[config.mk]
export PLATFORM = sky130hd
export DESIGN_NAME = cht_ctrl
export DESIGN_NICKNAME = d
export VERILOG_FILES = /design/src/hdl/cht_pkg.sv /design/src/hdl/cht_ctrl.sv
export SDC_FILE = /design/constraint.sdc
export NUM_CORES = 1
export LEC_CHECK = 0
export BUFFER_PORTS_ARGS = -buffer_cell sky130_fd_sc_hd__buf_4
export CORE_AREA = 2 2 39 41
export CTS_BUF_LIST = sky130_fd_sc_hd__clkbuf_8
export DETAILED_ROUTE_END_ITERATION = 10
export DIE_AREA = 0 0 41 43
export GPL_TIMING_DRIVEN = 0
export PLACE_DENSITY = 0.59
export SLEW_MARGIN = 10
export SYNTH_ARGS = -nofsm -noshare
export SYNTH_HDL_FRONTEND = slang
export SYNTH_SLANG_ARGS = --single-unit
[constraint.sdc]
create_clock -name i_clk -period 1.3 [get_ports i_clk]
set_input_delay 0.26 -clock i_clk [delete_from_list [all_inputs] [get_ports i_clk]]
set_output_delay 0.26 -clock i_clk [all_outputs]
set_load 0.01 [all_outputs]
[src/hdl/cht_pkg.sv]
package cht_pkg;

    localparam int MAX_BUCKETS_DEF = 256;
    localparam int POOL_DEPTH_DEF  = 1024;

    localparam int KEY_W    = 32;
    localparam int VALUE_W  = 32;
    localparam int BUCKET_W = 8;
    localparam int COUNT_W  = 11;
    localparam int BCNT_W   = 9;
    localparam int STATUS_W = 3;

    localparam logic [BCNT_W-1:0] BUCKET_COUNT_RST = 9'd256;

    typedef enum logic [STATUS_W-1:0] {
        ST_NOT_FOUND,
        ST_FOUND,
        ST_UPDATED,
        ST_CREATED,
        ST_POOL_FULL,
        ST_BAD_BUCKET
    } t_status;

    typedef struct packed {
        logic clr_en;
        logic load;
        logic rd_head;
        logic rd_node;
        logic from_link;
        logic fin_bad;
        logic fin_hit;
        logic fin_miss;
        logic present;
    } t_cmd;

    typedef struct packed {
        logic clr_last;
        logic in_bad;
        logic ref_null;
        logic match;
        logic out_free;
    } t_sts;

endpackage

[src/hdl/cht_ctrl.sv]
module cht_ctrl
    import cht_pkg::*;
(
    input  logic i_clk,
    input  logic i_rst_n,
    input  logic i_in_valid,
    input  t_sts i_sts,
    output t_cmd o_cmd,
    output logic o_in_ready
);

    typedef enum logic [2:0] {
        S_CLEAR,
        S_IDLE,
        S_HEAD,
        S_NODE,
        S_RESP
    } t_state;

    t_state r_state, n_state;
    logic   r_ready;
    t_cmd   cmd;

    always_comb begin
        n_state = r_state;
        cmd     = '0;
        case (r_state)
            S_CLEAR: begin
                cmd.clr_en = 1'b1;
                if (i_sts.clr_last) begin
                    n_state = S_IDLE;
                end
            end
            S_IDLE: begin
                if (i_in_valid && r_ready) begin
                    cmd.load = 1'b1;
                    if (i_sts.in_bad) begin
                        cmd.fin_bad = 1'b1;
                        n_state     = S_RESP;
                    end else begin
                        cmd.rd_head = 1'b1;
                        n_state     = S_HEAD;
                    end
                end
            end
            S_HEAD: begin
                if (i_sts.ref_null) begin
                    cmd.fin_miss = 1'b1;
                    n_state      = S_RESP;
                end else begin
                    cmd.rd_node = 1'b1;
                    n_state     = S_NODE;
                end
            end
            S_NODE: begin
                cmd.from_link = 1'b1;
                if (i_sts.match) begin
                    cmd.fin_hit = 1'b1;
                    n_state     = S_RESP;
                end else if (i_sts.ref_null) begin
                    cmd.fin_miss = 1'b1;
                    n_state      = S_RESP;
                end else begin
                    cmd.rd_node = 1'b1;
                end
            end
            S_RESP: begin
                if (i_sts.out_free) begin
                    cmd.present = 1'b1;
                    n_state     = S_IDLE;
                end
            end
            default: begin
                n_state = S_IDLE;
            end
        endcase
    end

    always_ff @(posedge i_clk) begin
        if (!i_rst_n) begin
            r_state <= S_CLEAR;
            r_ready <= 1'b0;
        end else begin
            r_state <= n_state;
            r_ready <= (n_state == S_IDLE);
        end
    end

    assign o_cmd      = cmd;
    assign o_in_ready = r_ready;

endmodule

==> results.py, run 1 <==
metrics = {
    "status": {
        "outcome": "finished, violations left",
        "violations": "negative setup slack",
    },
    "place": {
        "hpwlAfterDp_um": 631,
        "gp_congestion": 0.730,
        "placed_area_um2": 479,
        "post-place-cells": 73,
        "io_buffers": 17,
    },
    "critical_path": {
        "end_kind": "primary output",
        "cpLargestDelayFamily": "simple AND/OR/NAND/NOR gates",
        "crit_arrival_ps": 1120,
        "criticalPathCategory": "reg -> out",
        "start_kind": "flop",
        "reg2reg_to": "r_state[0]",
        "worstRegToRegCells": 6,
        "crit_chain": "buf_8, nor3_4, and2_4, buf_6",
        "critPathSlowestCell": "dfxtp_2",
        "r2r_setup_slack_ps": 60,
        "r2r-start": "r_state[1]",
        "cp_slowest_stage_delay_ps": 310,
        "worstPathMaxFanout": 7,
        "crit_required_ps": 1040,
        "crit_buf_inv": 2,
    },
    "synthesis": {
        "synth_top_cell_area_share_pct": 24.2,
        "synth_commonest_cells": "dfxtp_1 (4), nor2_1 (4), a21oi_1 (3), nand2_1 (3)",
        "ys_types": 24,
        "avgSynthCellArea_um2": 8.29,
        "synth_top_area_cell": "dfxtp_1",
        "synth_edf_count": 0,
        "seq_area_frac_synth_pct": 24.2,
        "synthMuxAreaShare_pct": 0,
        "yosys_warnings": 0,
        "netlist_area_um2": 332,
        "async_flop_share_pct": 0,
        "synth_nets": 48,
        "synth_area_leaders": "dfxtp_1 (24%), nor4_4 (6.4%), a21oi_1 (4.5%)",
        "synth-simple-area-share_pct": 46.0,
        "synth_compound_gate_area_share_pct": 21.9,
        "synthAdderAreaFrac_pct": 0,
        "synth_xor_area_share_pct": 0,
        "yosys_register_bits": 4,
        "synthFlopType": "dfxtp_1",
        "synth_top_family_by_area": "simple AND/OR/NAND/NOR gates",
        "syn_inst": 40,
    },
    "floorplanning": {
        "dieArea_mm2": 0.00176,
        "ioPinCount": 18,
        "die_width_um": 41,
        "rows": 14,
        "core_mm2": 0.00138,
        "die_h_um": 43,
        "initial_core_util_pct": 24.0,
    },
    "global_routing": {
        "grt_first_pass_wirelength_um": 1600,
        "grt_use_total_pct": 13.6,
        "grt_pass1_vias": 381,
        "antenna_found_initial": 0,
        "grt_max_degree": 11,
        "gr-total-overflow": 0,
    },
    "hold_path": {
        "whs_endpoint": "r_state[2]",
        "worst_hold_path.num_cells": 2,
        "min_path_type": "in -> reg",
        "hp-start": "i_rst_n",
    },
    "sta": {
        "rsz0062_at_grt": "true",
        "drv_slew": 0,
        "fin_crit_sh_pct": 106,
        "fmaxAchievable_mhz": 726,
        "slew_headroom_pct": 85.2,
        "fin_skew_ps": 4.80,
        "worst_pin_slew_ps": 221,
        "setup_viol": 8,
        "period_minus_slack_ps": 1380,
        "worst_slack_ps": -77.9,
        "hold_violations": 0,
    },
    "route": {
        "via_count": 404,
        "drt_pre_antenna_iters": 4,
        "via_per_inst": 4.70,
        "drtIter0Drc": 9,
        "drt-total-wl_um": 997,
        "wl_met2_um": 523,
        "drtAntennaViolNets": 0,
        "highest_layer": "met3",
        "wl_per_cell_um": 11.6,
        "drc": 0,
        "wl_met1_um": 411,
        "wl_met3_um": 63,
    },
    "power_and_ir_drop": {
        "power.density_mw_per_mm2": 783,
        "p_leak_nw": 0.294,
        "peakVddDrop_v": 0.000843,
    },
    "layout": {
        "antenna_cells": 0,
        "final_cells": 86,
        "nNetsFinal": 80,
        "area_growth_pct": 103,
        "drive_above_1_share_pct": 68.6,
        "design_area_um2": 674,
    },
    "clock_network": {
        "cts_hold_buf": 0,
        "clockBufferDepth": 2,
        "cts_tree": "built",
        "insertion_delay_ps": 220,
        "numCtsBuffers": 3,
        "ctsRootBufferMaster": "clkbuf_8",
        "clock_sinks": 4,
        "path_clk_slew_ps": 30,
        "cts_max_level": 1,
    },
    "run": {
        "maxCapViolCount": 0,
    },
}
layout make-up:
| cell class | instances | area (um2) |
|---|---|---|
| fill | 141 | 709 |
| multi-input combinational | 33 | 256 |
| timing repair buffer | 27 | 225 |
| sequential | 4 | 90.1 |
| clock buffer | 3 | 41.3 |
| buffer | 3 | 41.3 |
| tap | 16 | 20.0 |
power by group:
group / total, W / leakage [nW] / switching [W] / internal [W]
sequential: 0.000138 / 0.0349 / 0.00000816 / 0.000130
combinational: 0.000128 / 0.238 / 0.0000565 / 0.0000714
clock: 0.000262 / 0.0216 / 0.0000643 / 0.000197
total: 0.000528 / 0.294 / 0.000129 / 0.000399
worst max path at each step:
stage	endpoint	startpoint	cells after the start
after global routing	o_cmd[6]	r_state[2]	3
after CTS	o_cmd[3]	o_in_ready	4
after floorplan	o_cmd[3]	o_in_ready	3
after detailed placement	o_cmd[5]	r_state[1]	5
final	o_cmd[3]	r_state[1]	4
after global placement	o_cmd[6]	r_state[2]	3
what timing repair did:
action,CTS,global route
setup buffers,8,2
gates resized for setup,15,9
pin swaps,8,4
setup endpoints to repair,7,9
flip-flops by register name, indices dropped and copies added (netlist names):
signal,count
r_state,3
o_in_ready,1
per-stage QoR:
step	hold slack [ps]	utilization [%]	total power (W)	setup TNS, ps	setup WS (ps)
global placement	501	34.6	0.000233	0	61.4
global route	287	48.7	0.000563	-778	-122
detailed placement	504	34.6	0.000234	0	57.0
finish	289	48.7	0.000528	-335	-77.9
floorplan	378	-	0.000188	0	71.3
CTS	285	45.3	0.000531	-378	-74.1
layout by cell type, fill, tap and decap left out:
cell      netlist  layout
nand2_2         2       2
a31oi_1         1       1
nand3b_1        2       2
and2_4          0       2
buf_8           0       2
buf_4           2      21
nand3_4         0       1
o22ai_1         1       1
nor4_4          1       1
nor2_1          4       3
a21oi_1         3       3
nor3_4          0       1
dfxtp_4         0       2
o221a_1         1       1
o21a_1          2       2
nand2_1         3       3
nor3_1          1       1
buf_6           1       7
clkbuf_8        0       3
o21ai_0         2       1
dfxtp_2         0       2
and3_2          1       1
o31a_1          1       1
nand2b_1        1       1
nor2_4          0       2
nor2b_4         1       1
o21ai_1         0       1
and3_1          1       1
metal layers:
metal,vias up,global-route usage (%)
li1,204,-
met1,187,16.7
met2,13,18.4
met3,0,8.38
met4,0,6.00
met5,-,0
kinds of logic after synthesis:
kind of cell	count (synthesis)
AOI/OAI and AO/OA	11
buffers and inverters	3
DFF	4
and+or+nand+nor	22
Power figures use the tool's default switching activity.
==> run 2, diff against run 1 <==
clock period = 1.62 ns   (was 1.3 ns; I/O delays follow)
==> run 2 against run 1 <==
The flow now finishes without violations. Utilization is 11 points lower. Sequential power is 20% lower. Design area is 23% lower. Highest routed layer unchanged. Critical path type unchanged. Register-to-register slack better by 480 ps. Non-clock buffer count is 10 lower. Clock power is 19% lower. Sequential cell count stayed put. First-iteration DRC count stayed put. Critical path depth is 1 lower. Count of clock-buffer cells in the layout stayed put. Cell count is 12% lower. Via count is 10% lower.
==> results.py, run 2 (synthesized netlist as in run 1, its figures left out) <==
metrics = {
    "route": {
        "drtIter0Drc": 9,
        "drt_pre_antenna_iters": 3,
        "via_count": 362,
        "via_per_inst": 4.76,
        "wl_per_cell_um": 10.8,
        "drc": 0,
        "drt-total-wl_um": 821,
        "drtAntennaViolNets": 0,
    },
    "power_and_ir_drop": {
        "peakVddDrop_v": 0.000698,
        "p_int_w": 0.000303,
        "p_comb_share_pct": 18.9,
        "p_sw_share_pct": 24.0,
        "p_seq_share_pct": 27.7,
        "p_leak_nw": 0.230,
        "power.density_mw_per_mm2": 765,
        "clkPwrFrac_pct": 53.4,
        "total_power_w": 0.000398,
        "p_sw_w": 0.0000953,
    },
    "critical_path": {
        "r2r_setup_slack_ps": 540,
        "worstRegToRegCells": 5,
        "reg2reg_to": "r_state[0]",
        "start_kind": "flop",
        "worstSetupEndpoint": "o_cmd[6]",
        "crit_chain": "buf_6, nor4_4, buf_4",
        "criticalPathCategory": "reg -> out",
        "critPathSlowestCell": "dfxtp_1",
        "r2r-start": "r_state[0]",
        "end_kind": "primary output",
        "crit_start": "r_state[2]",
        "crit_required_ps": 1300,
        "cp_slowest_stage_delay_ps": 360,
        "worstPathMaxFanout": 10,
        "crit_arrival_ps": 1190,
    },
    "place": {
        "io_buffers": 17,
        "placed_area_um2": 479,
        "hpwlAfterDp_um": 631,
        "pre_cts_slack_ps": 313,
        "gp_congestion": 0.730,
    },
    "sta": {
        "fin_skew_ps": 4.76,
        "period_minus_slack_ps": 1520,
        "fmaxAchievable_mhz": 659,
        "worst_slack_ps": 103,
        "hold_violations": 0,
        "rsz0062_at_grt": "false",
        "setup_tns_ps": 0,
        "fin_crit_sh_pct": 93.6,
        "worst_pin_slew_ps": 236,
        "slew_headroom_pct": 84.2,
        "drv_slew": 0,
        "setup_viol": 0,
    },
    "layout": {
        "area_growth_pct": 57.0,
        "nNetsFinal": 70,
        "utilization_pct": 37.6,
        "largest_register_ff_count": 3,
        "top_register": "r_state",
        "drive_above_1_share_pct": 51.7,
        "final_cell_mix": "buf_4 (19), nor2_1 (4), dfxtp_1 (4)",
        "fillers": 152,
        "antenna_cells": 0,
        "design_area_um2": 520,
        "layout.cells.most_common": "buf_4",
    },
    "clock_network": {
        "insertion_delay_ps": 220,
        "cts_tree": "built",
        "cts_resized": 0,
        "ctsRootBufferMaster": "clkbuf_8",
        "cts_max_level": 1,
        "clockBufferDepth": 2,
        "cts_hold_buf": 0,
        "postCtsSetupRepairBufs": 0,
        "clock_sinks": 4,
        "path_clk_slew_ps": 30,
        "numCtsBuffers": 3,
    },
    "hold_path": {
        "min_path_type": "in -> reg",
    },
    "floorplanning": {
        "rows": 14,
        "ioPinCount": 18,
        "die_h_um": 43,
        "initial_core_util_pct": 24.0,
        "core_mm2": 0.00138,
        "die_width_um": 41,
        "dieArea_mm2": 0.00176,
    },
    "status": {
        "outcome": "complete, no violations",
    },
    "global_routing": {
        "grt_use_total_pct": 11.7,
        "antenna_found_initial": 0,
        "gr-total-overflow": 0,
        "grt_first_pass_wirelength_um": 1360,
        "grt_pass1_vias": 328,
        "grt_max_degree": 11,
    },
    "run": {
        "maxCapViolCount": 0,
    },
}
run 2: stage by stage:
step / instances / hold WS, ps
floorplan: 40 / 442
detailed placement: 73 / 568
global route: 76 / 350
finish: 76 / 352
CTS: 76 / 349
global placement: 73 / 565
run 2: layout make-up:
class | count | area (um2) | share of cell area (%)
multi-input combinational | 33 | 225 | 43.3
timing repair buffer | 17 | 128 | 24.5
sequential | 4 | 80.1 | 15.4
clock buffer | 3 | 41.3 | 7.93
buffer | 3 | 26.3 | 5.05
tap | 16 | 20.0 | 3.85
run 2: how the worst min path moves through the flow:
stage / start / endpoint / slack [ps] / cells past startpoint
6_report: i_rst_n / r_state[2] / 350 / 2
5_1_grt: i_rst_n / r_state[2] / 350 / 2
4_1_cts: i_rst_n / r_state[2] / 350 / 2
3_5_place_dp: i_rst_n / r_state[1] / 570 / 2
3_3_place_gp: i_rst_n / r_state[1] / 570 / 2
2_1_floorplan: i_rst_n / r_state[2] / 440 / 1
run 2: power by group through the flow:
| stage | registers (W) | logic, W | clock network, W |
|---|---|---|---|
| after global routing | 0.000111 | 0.0000831 | 0.000229 |
| after detailed placement | 0.000112 | 0.0000759 | 0 |
| final | 0.000110 | 0.0000750 | 0.000213 |
| after global placement | 0.000111 | 0.0000752 | 0 |
| after floorplan | 0.000112 | 0.0000386 | 0 |
| after CTS | 0.000110 | 0.0000757 | 0.000217 |
run 2: worst max-delay path, delay by kind of cell (launching register included):
family	cells	cell delay (ps)
buffers and inverters	2	330
flip-flops	1	360
AND/OR/NAND/NOR	1	280
run 2: per-layer routing:
| layer | vias to the layer above | GRT usage [%] | part of all wire (%) |
|---|---|---|---|
| met5 | - | 0 | 0 |
| met4 | 0 | 4.00 | 0 |
| met3 | 0 | 7.85 | 8.0 |
| met2 | 13 | 15.3 | 45 |
| met1 | 163 | 15.1 | 46 |
| li1 | 186 | - | - |
